File: src/sv/spc_pkg.sv
// shared types, constants and table builders for the stereo peak compressor
package spc_pkg;

    localparam int SAMPLE_WIDTH_DEF     = 24;
    localparam int TABLE_INDEX_BITS_DEF = 8;

    // threshold 0.25 in q3.20 is 2^18
    localparam int          THRESH_LOG   = 18;
    localparam logic [31:0] THRESH_LEVEL = 32'd1 << THRESH_LOG;

    // multiplier b operand: unsigned, wide enough for 2^24
    localparam int MAC_B_W = 25;

    // apb register map
    localparam int          CFG_AW = 5;
    localparam logic [2:0]  REG_COMP_ENABLE   = 3'd0;
    localparam logic [2:0]  REG_COMP_SLOPE    = 3'd1;
    localparam logic [2:0]  REG_MAKEUP_GAIN   = 3'd2;
    localparam logic [2:0]  REG_ATTACK_COEFF  = 3'd3;
    localparam logic [2:0]  REG_RELEASE_COEFF = 3'd4;
    localparam logic [2:0]  REG_DRY_WET_MIX   = 3'd5;
    localparam logic [2:0]  REG_OUTPUT_GAIN   = 3'd6;

    localparam logic [15:0] RST_COMP_SLOPE    = 16'd0;
    localparam logic [23:0] RST_MAKEUP_GAIN   = 24'd4194304;
    localparam logic [23:0] RST_ATTACK_COEFF  = 24'd16707456;
    localparam logic [23:0] RST_RELEASE_COEFF = 24'd16773721;
    localparam logic [16:0] RST_DRY_WET_MIX   = 17'd65536;
    localparam logic [23:0] RST_OUTPUT_GAIN   = 24'd1048576;

    typedef struct packed {
        logic        comp_enable;
        logic [15:0] comp_slope;
        logic [23:0] makeup_gain;
        logic [23:0] attack_coeff;
        logic [23:0] release_coeff;
        logic [16:0] dry_wet_mix;
        logic [23:0] output_gain;
    } t_cfg;

    typedef struct packed {
        logic       en;
        logic       load;
        logic [4:0] bias_pos;
    } t_mac_ctl;

    typedef enum logic [4:0] {
        S_IDLE,
        S_PEAK,
        S_ENV_A,
        S_ENV_B,
        S_ENV_WB,
        S_NORM,
        S_LOG_RD,
        S_LOG_SUM,
        S_RED_MUL,
        S_RED_WB,
        S_EXP_RD,
        S_GAIN,
        S_TG_MUL,
        S_TG_WB,
        S_SCL_MUL,
        S_SCL_WB,
        S_MIX_A,
        S_MIX_B,
        S_MIX_WB,
        S_OG_MUL,
        S_OG_WB,
        S_DONE
    } t_state;

    function automatic int mac_a_width(input int w);
        return (w + 4 > 24) ? w + 4 : 24;
    endfunction

    function automatic int mac_acc_width(input int w);
        return mac_a_width(w) + MAC_B_W + 3;
    endfunction

    // truncated log2 fraction of a q1.16 value in [1,2), by repeated squaring
    function automatic logic [15:0] log2_frac(input logic [16:0] y);
        logic [63:0] m;
        logic [15:0] r;
        int          k;
        m = {47'd0, y} << 14;
        r = '0;
        for (k = 0; k < 16; k++) begin
            m = (m * m) >> 30;
            r = {r[14:0], 1'b0};
            if (m >= (64'd2 << 30)) begin
                r[0] = 1'b1;
                m    = m >> 1;
            end
        end
        return r;
    endfunction

    function automatic logic [15:0] log_entry(input int i, input int tib);
        return log2_frac(17'(65536 + (i << (16 - tib))));
    endfunction

    // largest mantissa whose log does not exceed the table point
    function automatic logic [15:0] exp_entry(input int i, input int tib);
        int lo;
        int hi;
        int mid;
        int target;
        target = i << (16 - tib);
        lo     = 65536;
        hi     = 131071;
        while (lo < hi) begin
            mid = (lo + hi + 1) >> 1;
            if (int'(log2_frac(17'(mid))) <= target) begin
                lo = mid;
            end else begin
                hi = mid - 1;
            end
        end
        return 16'(lo - 65536);
    endfunction

endpackage

File: src/sv/spc_regs.sv
// apb configuration registers of the stereo peak compressor
module spc_regs import spc_pkg::*; (
    input  logic              i_clk,
    input  logic              i_rst_n,
    input  logic              psel,
    input  logic              penable,
    input  logic              pwrite,
    input  logic [CFG_AW-1:0] paddr,
    input  logic [31:0]       pwdata,
    output logic [31:0]       prdata,
    output logic              pready,
    output t_cfg              o_cfg
);

    t_cfg       r_cfg;
    logic       wr_en;
    logic [2:0] reg_idx;

    assign pready  = 1'b1;
    assign wr_en   = psel & penable & pwrite;
    assign reg_idx = paddr[CFG_AW-1:2];
    assign o_cfg   = r_cfg;

    always_ff @(posedge i_clk) begin
        if (!i_rst_n) begin
            r_cfg.comp_enable   <= 1'b0;
            r_cfg.comp_slope    <= RST_COMP_SLOPE;
            r_cfg.makeup_gain   <= RST_MAKEUP_GAIN;
            r_cfg.attack_coeff  <= RST_ATTACK_COEFF;
            r_cfg.release_coeff <= RST_RELEASE_COEFF;
            r_cfg.dry_wet_mix   <= RST_DRY_WET_MIX;
            r_cfg.output_gain   <= RST_OUTPUT_GAIN;
        end else if (wr_en) begin
            case (reg_idx)
                REG_COMP_ENABLE:   r_cfg.comp_enable   <= pwdata[0];
                REG_COMP_SLOPE:    r_cfg.comp_slope    <= pwdata[15:0];
                REG_MAKEUP_GAIN:   r_cfg.makeup_gain   <= pwdata[23:0];
                REG_ATTACK_COEFF:  r_cfg.attack_coeff  <= pwdata[23:0];
                REG_RELEASE_COEFF: r_cfg.release_coeff <= pwdata[23:0];
                REG_DRY_WET_MIX:   r_cfg.dry_wet_mix   <= pwdata[16:0];
                REG_OUTPUT_GAIN:   r_cfg.output_gain   <= pwdata[23:0];
                default: ;
            endcase
        end
    end

    always_comb begin
        case (reg_idx)
            REG_COMP_ENABLE:   prdata = {31'd0, r_cfg.comp_enable};
            REG_COMP_SLOPE:    prdata = {16'd0, r_cfg.comp_slope};
            REG_MAKEUP_GAIN:   prdata = {8'd0, r_cfg.makeup_gain};
            REG_ATTACK_COEFF:  prdata = {8'd0, r_cfg.attack_coeff};
            REG_RELEASE_COEFF: prdata = {8'd0, r_cfg.release_coeff};
            REG_DRY_WET_MIX:   prdata = {15'd0, r_cfg.dry_wet_mix};
            REG_OUTPUT_GAIN:   prdata = {8'd0, r_cfg.output_gain};
            default:           prdata = '0;
        endcase
    end

endmodule

File: config.mk
export PLATFORM = sky130hd
export DESIGN_NAME = spc_regs
export DESIGN_NICKNAME = d
export VERILOG_FILES = /design/src/sv/spc_pkg.sv /design/src/sv/spc_regs.sv
export SDC_FILE = /design/constraint.sdc
export NUM_CORES = 1
export LEC_CHECK = 0
export ABC_AREA = 1
export BUFFER_PORTS_ARGS = -buffer_cell sky130_fd_sc_hd__buf_2
export CELL_PAD_IN_SITES_DETAIL_PLACEMENT = 1
export CELL_PAD_IN_SITES_GLOBAL_PLACEMENT = 1
export CORE_MARGIN = 2
export CORE_UTILIZATION = 38
export DETAILED_ROUTE_END_ITERATION = 10
export GPL_ROUTABILITY_DRIVEN = 0
export PLACE_DENSITY_LB_ADDON = 0.1
export SLEW_MARGIN = 20
export SYNTH_ARGS = -nofsm -noshare
export SYNTH_HDL_FRONTEND = slang
export SYNTH_SLANG_ARGS = --single-unit
File: constraint.sdc
create_clock -name i_clk -period 1.8 [get_ports i_clk]
set_input_delay 0.09 -clock i_clk [delete_from_list [all_inputs] [get_ports i_clk]]
set_output_delay 0.09 -clock i_clk [all_outputs]
set_load 0.005 [all_outputs]
# == After elaboration in Yosys (flattened, before gate mapping) ==
# Index checks and enable logic that the tools add are counted.
# totals
register_bits,130
wordCells,24
in_bits,42
# op_classes
bitwise_logic,2
muxes,1
n_reduce_logical,8
eq_ne,6
# op_table
operator,n
24-bit case mux with 7 select lines,1
2-bit AND reduction,7
"3-bit == test, second input constant",3
"3-bit by 2-bit == test with 1-bit output, second input constant",2
"3-bit by 1-bit == test with 1-bit output, second input constant",1
3-bit zero test,1
1-bit AND,2

# == Longest topological paths before layout ==
# logic_depth
depth_word,3
mapped_depth,10

# == Worst setup path after synthesis ==
# Ideal clock, no wire load.
# synth_path
path_type,input -> register
startpoint,input port paddr[2]
endpoint,register r_cfg (netlist bit o_cfg[54])
t_arrival_ps,935
stages,9
path_slack_ps,735
path_cell_list,buf_6 inv_2 buf_6 nand2_2 nor2_4 nand2_4 buf_6 nand2_1 nand3_1
# synth_via
elab_chain_cells,2
# synth_lines
item,line,text
"start, declared",spc_regs.sv:8,"input logic [CFG_AW-1:0] paddr,"
3-bit == test,spc_regs.sv:34,case (reg_idx)
2-bit AND reduction (no line),n/a,
"end, declared",spc_regs.sv:15,t_cfg r_cfg;
# No other way between the ends.
# A chain may end at the register's enable or synchronous reset.

# == Worst setup path after layout ==
# layout_path
startpoint,input port paddr[4]
endpoint,output port prdata[23]
# layout_via
elab_chain_cells,2
elab_cells_between_ends,8
# layout_lines
item,line,text
"3-bit == test, or another cell as far along",spc_regs.sv:48,case (reg_idx)
24-bit case mux with 7 select lines (*),spc_regs.sv:48,
"end, declared",spc_regs.sv:10,"output logic [31:0] prdata,"
# Mark *: on every way between the ends. The rest lies on a longest branch, timed or not.

==> results.cfg <==
[setup_path]
cp_top_family = buffers and inverters
worst_path_largest_cell_delay_ns = 0.38
setup.worst_path.start_class = input port
critPathKind = input port to output port
most_used_cell_cp = sky130_fd_sc_hd__buf_2
worst-path-max-fanout = 13
timing.critical_path.buf_inv = 4
critical_path_required_ns = 1.71
worstSetupEndpointType = output port
slowest_stage = sky130_fd_sc_hd__buf_2
timing.critical_path.arrival_ns = 1.43
path_cells = buf_2 -> inv_2 -> nor2_4 -> buf_12 -> nand2_1 -> nand4_1 -> buf_2

[detailed_routing]
drc = 0
route.vias.total = 7025
drt_first_iter_violations = 341
drt-wirelength-per-cell_um = 17.33
finalWirelength_mm = 24.32
routed_via_density = 5.007
firstDrtPassIters = 4
detail-route-antenna-nets = 0

[synthesis]
synth-seq-area-share_pct = 40.78
synthesis.yosys.warnings = 0
post_synthesis_cell_area_mm2 = 0.006381
post_synthesis_share_of_cell_area_spent_on_and_or_nand_and_nor_gates_pct = 48.75
syn-instance-count = 984
post_synth.cell_area_avg_um2 = 6.485
synth_top_family_by_area = simple AND/OR/NAND/NOR gates
synthAdderAreaFrac_pct = 0
synth_cell_types = 23
post_synth_xor_area_fraction_pct = 0
synth.area.mux_share_pct = 0
synth.ff_latch_count = 130
share_of_the_synthesized_area_in_compound_gates_ao_oa_aoi_oai_pct = 0.3137

[flow_run]
drv_cap = 0

[finish]
most-common-layout-cells = 347 x sky130_fd_sc_hd__nand2_1, 209 x sky130_fd_sc_hd__nor2_1, 184 x sky130_fd_sc_hd__buf_2
layout.cells.non_filler = 1403
syn2layout_area_growth_pct = 31.53
mostFrequentLayoutCell = sky130_fd_sc_hd__nand2_1
number_of_antenna_diodes = 0
proportion_of_layout_cells_with_a_drive_suffix_above_1_pct = 22.74
nets = 1212
largest_register_ff_count = 130
postLayoutCoreUtil_pct = 50.79

[clock_network]
cts.root.buffer_cell = sky130_fd_sc_hd__clkbuf_16
number_of_h_tree_branching_levels = 4
ctsResizeCount = 0
clock_latency_ns = 0.42
clock_sinks = 130
postCtsSetupRepairBufs = 0
ctsLongestPathBuffers = 2
numCtsBuffers = 17
clk_pin_slew_ns = 0.06
cts_tree = yes

[floorplan]
floorplan.initialDensity_pct = 38.62
cell_rows = 47
die_width_um = 133.6
top_level_ports = 205
fp.dieArea_mm2 = 0.01785
fp.coreArea_mm2 = 0.01652
chipHeight_um = 133.6

[pwr]
switchingPower_mw = 1.830
vdd_drop_max_uv = 635.4
power_report.internal_total_mw = 5.826
clkPwrFrac_pct = 52.7
share_seq_of_total_power_pct = 38.5
combinationalPowerShare_pct = 8.8
leakagePower_nw = 4.250
power_density_mw_per_mm2 = 912.2
netSwitchingFraction_pct = 23.90

[grt]
grt-ovfl-total = 0
grt_start_max_net_pins = 71
grt_pass1_vias = 6929
gr-usage-all-layers_pct = 27.35
grt_first_pass_wirelength_mm = 37.78
antenna_found_initial = 0

[sta]
finalMaxSlewViolations = 0
achievable-frequency_mhz = 658.5
period_share_pct = 84.37
timing_hold_violations_final = 0
finalWorstPathRequiredPeriod_ns = 1.519
setup_repair_after_global_routing_missed_its_margin = false
setup_viol = 0
worst_hold_slack_ns = 0.01360
clock-skew-final_ns = 0
finalSetupTns_ns = 0

[placed_design]
io_buffers = 185
dp_cells = 1350
dp_hpwl_mm = 16.91

[worst_hold_path]
min_delay_worst_type = input port to flip-flop

[run_status]
run_status = completed
## routing by layer
metal	global-route usage, %	up-vias	wire length (um)
met5	0	-	0
met4	8.983	0	484
met3	6.012	31	1270
met2	50.74	186	12630
met1	30.97	3362	9933
li1	-	3446	-
## synth_stat cells (all sizes together)
cell | count | area, um^2
inv | 44 | 167.7
nand4 | 52 | 325.3
conb | 2 | 7.510
nand2 | 350 | 1331
dfxtp | 130 | 2603
a21oi | 1 | 5.000
o21ai | 3 | 15.01
nand3 | 106 | 558.0
buf | 63 | 424.2
nor2 | 220 | 895.9
clkbuf | 13 | 48.80
## final timing paths
kind                                 from                       to  slack [ns]  depth (start not counted)
hold / removal                    i_rst_n   o_cfg[86]$_SDFFE_PN1P_        0.01                          2
hold reg to reg    o_cfg[47]$_SDFFE_PN1P_   o_cfg[47]$_SDFFE_PN1P_        0.49                          2
setup reg to reg  o_cfg[126]$_SDFFE_PN0P_  o_cfg[126]$_SDFFE_PN0P_        1.12                          2
setup / recovery                 paddr[4]               prdata[23]        0.28                          7
## metrics by stage
| step | setup WS, ns | power, mW | instance area [um^2] |
|---|---|---|---|
| final | 0.2814 | 7.656 | 8393 |
| after global routing | 0.1580 | 7.912 | 8393 |
| after CTS | 0.2799 | 7.689 | 8393 |
| after detailed placement | 0.2620 | 3.646 | 7498 |
| after global placement | 0.3172 | 3.638 | 7498 |
| after floorplan | 0.7352 | 3.390 | 6407 |
## area by class of cell
cell class              count  area (um^2)
clock inverters            13        231.5
flip-flops and latches    130         2603
repair buffers            236         1489
inverters                  44        167.7
fillers                  2214         8132
multi-input cells         741         3174
clock buffers              19        452.9
well taps                 220        275.3
## worst reg2reg max path, stage by stage (launching register included)
cell and delay [ns]:
sky130_fd_sc_hd__dfxtp_1 0.40, sky130_fd_sc_hd__nor2_1 0.07, sky130_fd_sc_hd__nor2_1 0.14
## logic make-up after synthesis
group | Yosys count
other | 2
AO/OA/AOI/OAI | 4
flip-flops | 130
buffers and inverters | 120
AND/OR/NAND/NOR | 728
## repair_timing
item	CTS	global route
hold endpoints to repair	35	0
setup endpoints to repair	0	0
hold buffers	21	0
## power by group through the flow
| stage | sequential, mW | clock [mW] | combinational (mW) |
|---|---|---|---|
| floorplan | 3.01 | 0 | 0.383 |
| global placement | 3.01 | 0 | 0.629 |
| detailed placement | 3.01 | 0 | 0.637 |
| CTS | 2.95 | 4.06 | 0.679 |
| global route | 2.95 | 4.22 | 0.743 |
| finish | 2.95 | 4.03 | 0.676 |
Power figures use the tool's default switching activity.
